**config.mk**
```make
export PLATFORM = sky130hd
export DESIGN_NAME = multi_pattern_match_marker_unit
export DESIGN_NICKNAME = d
export VERILOG_FILES = /design/src/mpm_pkg.sv /design/src/mpm_history.sv /design/src/mpm_matcher.sv /design/src/multi_pattern_match_marker_unit.sv
export SDC_FILE = /design/constraint.sdc
export NUM_CORES = 1
export LEC_CHECK = 0
export BUFFER_PORTS_ARGS = -buffer_cell sky130_fd_sc_hd__buf_2
export CORE_ASPECT_RATIO = 0.7
export CORE_MARGIN = 3
export CORE_UTILIZATION = 40
export DETAILED_ROUTE_END_ITERATION = 7
export PLACE_DENSITY_LB_ADDON = 0.05
export SYNTH_ARGS = -nofsm -noshare
export SYNTH_HDL_FRONTEND = slang
export SYNTH_HIERARCHICAL = 1
export SYNTH_SLANG_ARGS = --single-unit
```
**constraint.sdc**
```tcl
create_clock -name clk -period 16.6 [get_ports clk]
set_clock_uncertainty 0.15 [all_clocks]
set_input_delay 0.83 -clock clk [delete_from_list [all_inputs] [get_ports clk]]
set_output_delay 0.83 -clock clk [all_outputs]
set_load 0.01 [all_outputs]
```
**src/mpm_pkg.sv**
```systemverilog
// Shared types and constants for the multi-pattern match marker.
// Used by every module of the block; depends on nothing else.
`timescale 1ns / 1ps

package mpm_pkg;

  // Sizing of the pattern bank and of the history window.
  localparam int NUM_PATTERNS    = 4;
  localparam int MAX_PATTERN_LEN = 8;
  localparam int HIST_DEPTH      = MAX_PATTERN_LEN - 1;

  // Fixed register layout: four 64-bit patterns and one word of 4-bit lengths.
  localparam int PATTERN_SLOTS = 4;
  localparam int PATTERN_W     = 64;
  localparam int LEN_W         = 4;
  localparam int LENGTHS_W     = PATTERN_SLOTS * LEN_W;
  localparam int CFG_DATA_W    = PATTERN_W;
  localparam int CFG_INDEX_W   = 3;
  localparam int COUNT_W       = 3;
  localparam int POS_W         = (MAX_PATTERN_LEN > 1) ? $clog2(MAX_PATTERN_LEN) : 1;

  // Register indexes on the configuration port.
  localparam logic [CFG_INDEX_W-1:0] REG_PATTERN_A   = 3'd0;
  localparam logic [CFG_INDEX_W-1:0] REG_PATTERN_B   = 3'd1;
  localparam logic [CFG_INDEX_W-1:0] REG_PATTERN_C   = 3'd2;
  localparam logic [CFG_INDEX_W-1:0] REG_PATTERN_D   = 3'd3;
  localparam logic [CFG_INDEX_W-1:0] REG_PAT_LENGTHS = 3'd4;

  // Characters that break a match and produce no result.
  localparam logic [7:0] BREAK_NL  = 8'h0A;
  localparam logic [7:0] BREAK_NUL = 8'h00;

  typedef logic [7:0]                               byte_t;
  typedef logic [HIST_DEPTH-1:0][7:0]               hist_t;
  typedef logic [MAX_PATTERN_LEN-1:0][7:0]          window_t;
  typedef logic [PATTERN_SLOTS-1:0][PATTERN_W-1:0]  pattern_set_t;

  // Update request from the input stage to the history register.
  typedef struct packed {
    logic  shift;
    byte_t data;
  } hist_upd_t;

endpackage

```
**src/mpm_history.sv**
```systemverilog
// History shift register holding the most recent characters, newest first.
// Depends on mpm_pkg for the history type and the update request struct.
`timescale 1ns / 1ps

module mpm_history
  import mpm_pkg::*;
(
  input  logic      clk,
  input  logic      rst_n,
  input  hist_upd_t upd,
  output hist_t     hist
);

  hist_t hist_r;
  hist_t hist_nxt;

  always_comb begin
    hist_nxt = hist_r;
    if (upd.shift) begin
      for (int i = HIST_DEPTH - 1; i > 0; i--) begin
        hist_nxt[i] = hist_r[i-1];
      end
      hist_nxt[0] = upd.data;
    end
  end

  always_ff @(posedge clk) begin
    if (!rst_n) begin
      hist_r <= '0;
    end else begin
      hist_r <= hist_nxt;
    end
  end

  assign hist = hist_r;

endmodule

```
**src/mpm_matcher.sv**
```systemverilog
// Parallel comparison of every pattern against the character window.
// Purely combinational; depends on mpm_pkg for types and sizes.
`timescale 1ns / 1ps

module mpm_matcher
  import mpm_pkg::*;
(
  input  window_t              window,
  input  pattern_set_t         patterns,
  input  logic [LENGTHS_W-1:0] lengths,
  output logic [COUNT_W-1:0]   match_count
);

  localparam logic [LEN_W-1:0] LEN_MAX = LEN_W'(MAX_PATTERN_LEN);

  logic [NUM_PATTERNS-1:0] hit;

  always_comb begin
    logic [LEN_W-1:0] len;
    logic [POS_W-1:0] pos;
    byte_t            want;
    hit = '0;
    for (int p = 0; p < NUM_PATTERNS; p++) begin
      len = lengths[LEN_W*p +: LEN_W];
      if (len > LEN_MAX) begin
        len = LEN_MAX;
      end
      hit[p] = (len != '0);
      for (int k = 0; k < MAX_PATTERN_LEN; k++) begin
        pos  = POS_W'(len - LEN_W'(k) - LEN_W'(1));
        want = patterns[p][8*pos +: 8];
        // A position inside the pattern needs an ordinary character that agrees.
        if (LEN_W'(k) < len) begin
          if (window[k] == BREAK_NUL || window[k] != want) begin
            hit[p] = 1'b0;
          end
        end
      end
    end
  end

  always_comb begin
    match_count = '0;
    for (int p = 0; p < NUM_PATTERNS; p++) begin
      match_count = match_count + COUNT_W'(hit[p]);
    end
  end

endmodule

```
**src/multi_pattern_match_marker_unit.sv**
```systemverilog
// Top level of the multi-pattern match marker: configuration registers,
// input and result registers. Depends on mpm_pkg, mpm_history, mpm_matcher.
//
//   Channel | Ports                                   | Direction
//   --------+-----------------------------------------+-------------------
//   input   | in_valid, in_stall, in_byte             | one char per request
//   result  | out_valid, out_stall, out_byte,         | one result per
//           | out_match_count                         | ordinary character
//   config  | cfg_write_en, cfg_index, cfg_data       | register writes
//
// Every character passes through the input register; the match logic sits
// between that register and the result register, so a result is offered once
// its character moves on from the input register into the result register, and
// a new character is taken every cycle while in_stall is low. Newline and zero
// characters leave the input register without a result. Reset (synchronous,
// rst_n low) clears the patterns, lengths, history and both valid flags. in_stall
// rises only while the input register holds a character that cannot move because
// the result register is full and stalled.
`timescale 1ns / 1ps

module multi_pattern_match_marker_unit
  import mpm_pkg::*;
(
  input  logic                   clk,
  input  logic                   rst_n,
  // Configuration port.
  input  logic                   cfg_write_en,
  input  logic [CFG_INDEX_W-1:0] cfg_index,
  input  logic [CFG_DATA_W-1:0]  cfg_data,
  // Input channel.
  input  logic                   in_valid,
  output logic                   in_stall,
  input  logic [7:0]             in_byte,
  // Result channel.
  output logic                   out_valid,
  input  logic                   out_stall,
  output logic [7:0]             out_byte,
  output logic [COUNT_W-1:0]     out_match_count
);

  // Configuration registers.
  pattern_set_t         patterns_r;
  pattern_set_t         patterns_nxt;
  logic [LENGTHS_W-1:0] lengths_r;
  logic [LENGTHS_W-1:0] lengths_nxt;

  // Input register.
  logic  s1_valid_r;
  logic  s1_valid_nxt;
  byte_t s1_byte_r;
  byte_t s1_byte_nxt;

  // Result register.
  logic               out_valid_r;
  logic               out_valid_nxt;
  byte_t              out_byte_r;
  byte_t              out_byte_nxt;
  logic [COUNT_W-1:0] out_count_r;
  logic [COUNT_W-1:0] out_count_nxt;

  logic               in_take;
  logic               s1_break;
  logic               s1_advance;
  logic               out_load;
  hist_t              hist;
  hist_upd_t          hist_upd;
  window_t            window;
  logic [COUNT_W-1:0] count;

  // The user must make register writes only while the block is idle, so the match
  // logic never sees a pattern change mid-character; the block does not enforce it.
  always_comb begin
    patterns_nxt = patterns_r;
    lengths_nxt  = lengths_r;
    if (cfg_write_en) begin
      unique case (cfg_index)
        REG_PATTERN_A:   patterns_nxt[0] = cfg_data;
        REG_PATTERN_B:   patterns_nxt[1] = cfg_data;
        REG_PATTERN_C:   patterns_nxt[2] = cfg_data;
        REG_PATTERN_D:   patterns_nxt[3] = cfg_data;
        REG_PAT_LENGTHS: lengths_nxt     = cfg_data[LENGTHS_W-1:0];
        default: begin
          patterns_nxt = patterns_r;
          lengths_nxt  = lengths_r;
        end
      endcase
    end
  end

  // The input register drains whenever its character is a break, or when the
  // result register is empty or handing its result over in this cycle.
  assign s1_break   = (s1_byte_r == BREAK_NL) || (s1_byte_r == BREAK_NUL);
  assign s1_advance = s1_valid_r && (s1_break || !out_valid_r || !out_stall);
  assign in_stall   = s1_valid_r && !s1_advance;
  assign in_take    = in_valid && !in_stall;
  assign out_load   = s1_advance && !s1_break;

  always_comb begin
    s1_valid_nxt = s1_valid_r;
    s1_byte_nxt  = s1_byte_r;
    if (in_take) begin
      s1_valid_nxt = 1'b1;
      s1_byte_nxt  = in_byte;
    end else if (s1_advance) begin
      s1_valid_nxt = 1'b0;
    end
  end

  // A break enters the history as zero, which no pattern position can match.
  assign hist_upd.shift = s1_advance;
  assign hist_upd.data  = s1_break ? BREAK_NUL : s1_byte_r;

  mpm_history u_history (
    .clk   (clk),
    .rst_n (rst_n),
    .upd   (hist_upd),
    .hist  (hist)
  );

  // Window: the current character first, then the history, newest first.
  always_comb begin
    window[0] = s1_byte_r;
    for (int k = 1; k < MAX_PATTERN_LEN; k++) begin
      window[k] = hist[k-1];
    end
  end

  mpm_matcher u_matcher (
    .window      (window),
    .patterns    (patterns_r),
    .lengths     (lengths_r),
    .match_count (count)
  );

  always_comb begin
    out_valid_nxt = out_valid_r;
    out_byte_nxt  = out_byte_r;
    out_count_nxt = out_count_r;
    if (out_load) begin
      out_valid_nxt = 1'b1;
      out_byte_nxt  = s1_byte_r;
      out_count_nxt = count;
    end else if (!out_stall) begin
      out_valid_nxt = 1'b0;
    end
  end

  always_ff @(posedge clk) begin
    if (!rst_n) begin
      patterns_r  <= '0;
      lengths_r   <= '0;
      s1_valid_r  <= 1'b0;
      out_valid_r <= 1'b0;
    end else begin
      patterns_r  <= patterns_nxt;
      lengths_r   <= lengths_nxt;
      s1_valid_r  <= s1_valid_nxt;
      out_valid_r <= out_valid_nxt;
    end
  end

  always_ff @(posedge clk) begin
    s1_byte_r   <= s1_byte_nxt;
    out_byte_r  <= out_byte_nxt;
    out_count_r <= out_count_nxt;
  end

  assign out_valid       = out_valid_r;
  assign out_byte        = out_byte_r;
  assign out_match_count = out_count_r;

endmodule

```
# [Yosys cells after proc, flatten, opt, wreduce, memory -nomap -nowiden]
# Index checks and enable logic that the tools add are counted.
[word_totals] reg_bits=349 in_bits=80
[classes] mux=73 n_reduce_logical=63 n_lt_le_gt_ge=36 eq_ne=38 add_sub_neg=59 n_shift=32
[op_table] op="$shiftx 64x7->8" count=32
[op_table] op="$ne 8x8->1" count=32
[op_table] op="$sub 3x1->3 const B" count=32
[op_table] op="$mux 1" count=68
[op_table] op="$logic_not 8->1" count=8
[op_table] op="$lt 3x4->1 const A" count=16
[op_table] op="$sub 3x3->3 const B" count=16
[op_table] op="$logic_or 1x1->1" count=35
[op_table] op="$lt 1x4->1 const A" count=8
[op_table] op="$lt 2x4->1 const A" count=8
[op_table] op="$sub 3x2->3 const B" count=8
[op_table] op="$gt 4x4->1 const B" count=4
[op_table] op="$mux 4" count=4
[op_table] op="$reduce_bool 4->1" count=4
[op_table] op="$reduce_and 2->1" count=5
[op_table] op="$eq 8x4->1 const B" count=1
[op_table] op="$mux 8" count=1
[op_table] op="$add 3x1->3" count=2
[op_table] op="$eq 3x2->1 const B" count=2
[op_table] op="$logic_not 1->1" count=5
[op_table] op="$logic_and 1x1->1" count=4
[op_table] op="$eq 3x1->1 const B" count=1
[op_table] op="$eq 3x3->1 const B" count=1
[op_table] op="$logic_not 3->1" count=1
[op_table] op="3 further kinds" count=3

# [Depth between registers and ports, before layout]
[logic_depth] ltp_word=25 ltp_mapped=24 mapped_depth_nobuf=16

# [Hierarchy]
# The synthesis kept the hierarchy.
[by_module_without_submodules] module="mpm_matcher" seq_area_each_um2=0.0 instances=1 cells_each=1771 area_per_inst_um2=15767.6
[by_module_without_submodules] module="multi_pattern_match_marker_unit" seq_area_each_um2=6055.8 instances=1 cells_each=1173 area_per_inst_um2=10054.6
[by_module_without_submodules] module="mpm_history" seq_area_each_um2=1121.1 instances=1 cells_each=180 area_per_inst_um2=2134.5

# [Least setup slack after synthesis]
# Ideal clock, no wire load.
[synth_timing] kind="register -> register" start="reg lengths_r[3]" end="reg out_count_r[1] (netlist: out_match_count[1]) (data pin)" setup_ns=0.261 required_ns=16.189 arrival_time_ns=5.073 path_buffers=4 stages_incl_launch_ff=20 slack_ns=11.116 cell_sequence="dfxtp_1 -> nor2b_1 -> buf_4 -> inv_2 -> buf_1 -> ha_1 -> ha_1 -> clkbuf_1 -> xor2_1 -> clkbuf_1 -> mux4_2 -> mux2i_1 -> xor2_1 -> nand3_1 -> nor3_1 -> o2111ai_1 -> a2111oi_0 -> fa_1 -> ha_1 -> ha_1"
[synth_via] elab_chain_cells=25 word_cells_on_any_way=68 cone_classes="add/sub (17); order compare (9); eq/ne (8); shift (8); mux (17); reduce/logical (9)"
[synth_lines] element="start: declaration" line="multi_pattern_match_marker_unit.sv:44" source="logic [LENGTHS_W-1:0] lengths_r;"
[synth_lines] element="start signal: assignment" line="multi_pattern_match_marker_unit.sv:156" source="lengths_r <= lengths_nxt;"
[synth_lines] element="$gt 4x4->1" line="mpm_matcher.sv:25" source="if (len > LEN_MAX) begin"
[synth_lines] element="$mux 4 *" line="mpm_matcher.sv:25"
[synth_lines] element="parallel branches: the longest is 19 deep, another holds $sub 3x1->3"
[synth_lines] element="$mux 1 *" line="mpm_matcher.sv:33" source="if (LEN_W'(k) < len) begin"
[synth_lines] element="$add 1x1->2 *" line="mpm_matcher.sv:45" source="match_count = match_count + COUNT_W'(hit[p]);"
[synth_lines] element="$add 3x1->3 * (2 in a row)" line="mpm_matcher.sv:45"
[synth_lines] element="via count[1]" line="multi_pattern_match_marker_unit.sv:68" source="logic [COUNT_W-1:0] count;"
[synth_lines] element="end signal: assignment" line="multi_pattern_match_marker_unit.sv:165" source="out_count_r <= out_count_nxt;"
[synth_lines] element="end: declaration" line="multi_pattern_match_marker_unit.sv:58" source="logic [COUNT_W-1:0] out_count_r;"
# Mark *: on every way through the listed nets, which the timed path passes.
# A chain may end at the register's enable or synchronous reset.

# [Final worst setup path]
[layout_timing] start="reg lengths_r[7]" end="reg out_count_r[1] (netlist: out_match_count[1]) (data pin)"
# The elaborated chain is that of the path after synthesis.

==> flow_summary.json <==
{
  "grt_antenna_before_repair": 11,
  "reg2regPathDepth": 17,
  "syn_to_final_growth_pct": 8.19,
  "startpoint_type": "flip-flop",
  "yosys_warnings": 6,
  "syn_area_um2": 28000,
  "grt_max_degree": 134,
  "max_stage_delay_ns": 0.85,
  "drt_iter0_markers": 3758,
  "die_w_um": 322,
  "slew_headroom_pct": 2.27,
  "wl_mm": 141,
  "status": "finished, final reports clean",
  "rsz0062_at_grt": "no",
  "synth.most_common_cell": "mux2i_1",
  "final.min_clock_period_ns": 6.38,
  "cts.path.max_buffers": 3,
  "crit_path_end_kind": "flip-flop",
  "fmax_mhz": 157,
  "maxCapViolCount": 0,
  "cts_made_buffers": 39,
  "r2r_slack_ns": 10.22,
  "vias": 26223,
  "cp_slowest_cell": "ha_1",
  "gr-total-overflow": 0,
  "crit_top_cell": "ha_1",
  "timing.final.ws_setup_ns": 10.22,
  "top_layer_used": "met4",
  "whs_path_depth": 1,
  "crit_arrival_ns": 6.58,
  "synthFlopType": "dfxtp_1",
  "core_um2": 68700,
  "root_buffer": "clkbuf_16",
  "powerDensity_nw_per_um2": 69.4,
  "hold_viol": 0,
  "ys_top_cells_by_count": "522 x mux2i_1, 427 x nand2_1, 330 x dfxtp_1, 206 x a21oi_1, 168 x o21ai_0",
  "yosysSeqAreaShare_pct": 25.7,
  "top_level_ports": 93,
  "synth_top_area_share_pct": 23.6,
  "syn_area_per_cell_um2": 8.95,
  "htreeDepth": 2,
  "cts_tree": "yes",
  "grt_use_total_pct": 37.6,
  "clock_latency_ns": 0.62,
  "met1_length_mm": 63.3,
  "dp_hpwl_mm": 104,
  "drc_errors": 0,
  "holdPathEnd": "s1_byte_r[6]",
  "die_area_um2": 73200,
  "layout-drive-gt1-share_pct": 15.4,
  "viasPerCell": 6.57,
  "drtPass1Iterations": 5,
  "wl_met3_mm": 18.2,
  "num_rows": 80,
  "io_buffers": 92,
  "nets": 3155,
  "ys_ff_latch": 349,
  "ir_drop_mv": 0.0628,
  "min_from": "in_byte[6]",
  "async_flop_share_pct": 0,
  "fin_crit_sh_pct": 38.5,
  "cts_resized": 0,
  "gp_congestion": 1.01,
  "grt_pass1_wl_mm": 192,
  "leakage_nw": 11.4,
  "clock-sinks": 349,
  "dp_cells": 3919,
  "final_cells": 3994,
  "synth.distinct_cells": 88,
  "crit_chain": "nor2b_4, buf_4, inv_2, ha_1, ha_1, xor2_1, buf_4, mux4_2, xnor2_1, nor3_1, nand4_1, nor4_1, o221ai_1, a21oi_1, fa_1, ha_1, ha_1",
  "wl_per_cell_um": 35.4,
  "worst_slew_pin_slew_ns": 1.46,
  "critPathTopFamily": "adder cells",
  "finalSetupViolations": 0,
  "die_y_um": 227,
  "drv_slew": 0,
  "clk_pin_slew_ns": 0.06,
  "reg2reg_from": "lengths_r[7]",
  "crit_type": "flip-flop to flip-flop",
  "ant_nets": 0,
  "timing.rr.end": "out_match_count[1]",
  "grt_pass1_vias": 23686,
  "initial_core_util_pct": 40.7,
  "syn_nets": 3221,
  "post_cts_buffers": 0,
  "dr_wl_met2_mm": 54.2,
  "critical_path_buf_inv_count": 3,
  "synth-edff-count": 19,
  "ctsHoldBuffers": 0,
  "path_max_fanout": 42,
  "place_ws_ns": 10.38,
  "synth_largest_area_cell": "dfxtp_1",
  "critical_path_required_ns": 16.79,
  "synth.area.top_cells": "dfxtp_1 24%, mux2i_1 19%, mux4_2 13%",
  "hold_path.class": "primary input to flip-flop",
  "tns_ns": 0,
  "synth_cells": 3124
}
==> per-stage QoR <==
| step | total power, mW | area (um2) | hold slack (ns) | utilization [%] |
|---|---|---|---|---|
| after floorplan | 1.11 | 28000 | 0.282 | - |
| after global placement | 1.24 | 29000 | 0.304 | 42.3 |
| after detailed placement | 1.24 | 29000 | 0.299 | 42.3 |
| after CTS | 2.10 | 30200 | 0.213 | 44.0 |
| after global routing | 2.16 | 30200 | 0.229 | 44.0 |
| final | 2.10 | 30200 | 0.242 | 44.1 |
==> layout by cell type (no fill, tap or decap), drive strengths merged, types with 79 or more instances in the layout <==
cell | synthesis | layout
mux2i | 522 | 522
nand3 | 164 | 164
dfxtp | 330 | 330
buf | 154 | 198
xnor2 | 149 | 149
a21oi | 206 | 206
nor2b | 79 | 79
mux4 | 159 | 159
nand2 | 427 | 427
xor2 | 125 | 125
o21ai | 169 | 169
==> how the worst max path moves through the flow <==
stage                       startpoint                 end  cells after the start
after floorplan           lengths_r[3]  out_match_count[1]                     19
after global placement    lengths_r[7]  out_match_count[1]                     17
after detailed placement  lengths_r[7]  out_match_count[1]                     17
after CTS                 lengths_r[7]  out_match_count[1]                     17
after global routing      lengths_r[7]  out_match_count[1]                     17
final                     lengths_r[7]  out_match_count[1]                     17
==> worst register-to-register path, cell delays in order (launching register included) <==
cell and delay, ns:
dfxtp_1 0.38, nor2b_4 0.12, buf_4 0.57, inv_2 0.10
ha_1 0.24, ha_1 0.85, xor2_1 0.21, buf_4 0.26
mux4_2 0.54, xnor2_1 0.14, nor3_1 0.17, nand4_1 0.20
nor4_1 0.39, o221ai_1 0.19, a21oi_1 0.56, fa_1 0.54
ha_1 0.21, ha_1 0.28
==> power breakdown <==
| group | internal (mW) | total (mW) | switching (mW) |
|---|---|---|---|
| combinational | 0.118 | 0.340 | 0.222 |
| sequential | 0.863 | 0.896 | 0.0330 |
| clock | 0.463 | 0.864 | 0.401 |
==> per-layer routing <==
metal,GRT usage [%],vias to the layer above
li1,-,11251
met3,13.0,236
met2,50.0,1658
met4,14.0,0
met1,55.1,13078
met5,0,-
==> logic make-up after synthesis <==
| family | Yosys count | share of synthesized area, % |
|---|---|---|
| and+or+nand+nor | 880 | 14.7 |
| muxes | 705 | 32.5 |
| AOI/OAI and AO/OA | 559 | 11.9 |
| DFF | 349 | 25.7 |
| buffers and inverters | 340 | 5.67 |
| xor gates and xnor gates | 274 | 8.75 |
| adders and majority gates | 17 | 0.788 |
==> flip-flops by register name (all words and copies together) (netlist names) <==
signal	count
out_valid	1
out_match_count	3
patterns_r	256
u_history/hist	56
s1_valid_r	1
lengths_r	16
out_byte	8
s1_byte_r	8
==> cell type report <==
type | instances | area [um2]
timing repair buffer | 199 | 1270
clock buffer | 58 | 1100
multi-input combinational | 2435 | 19300
tap | 902 | 1130
fill | 6763 | 38400
sequential | 349 | 7180
clock inverter | 11 | 100
inverter | 34 | 133
antenna | 6 | 15.0
(Power assumes the default switching activity.)
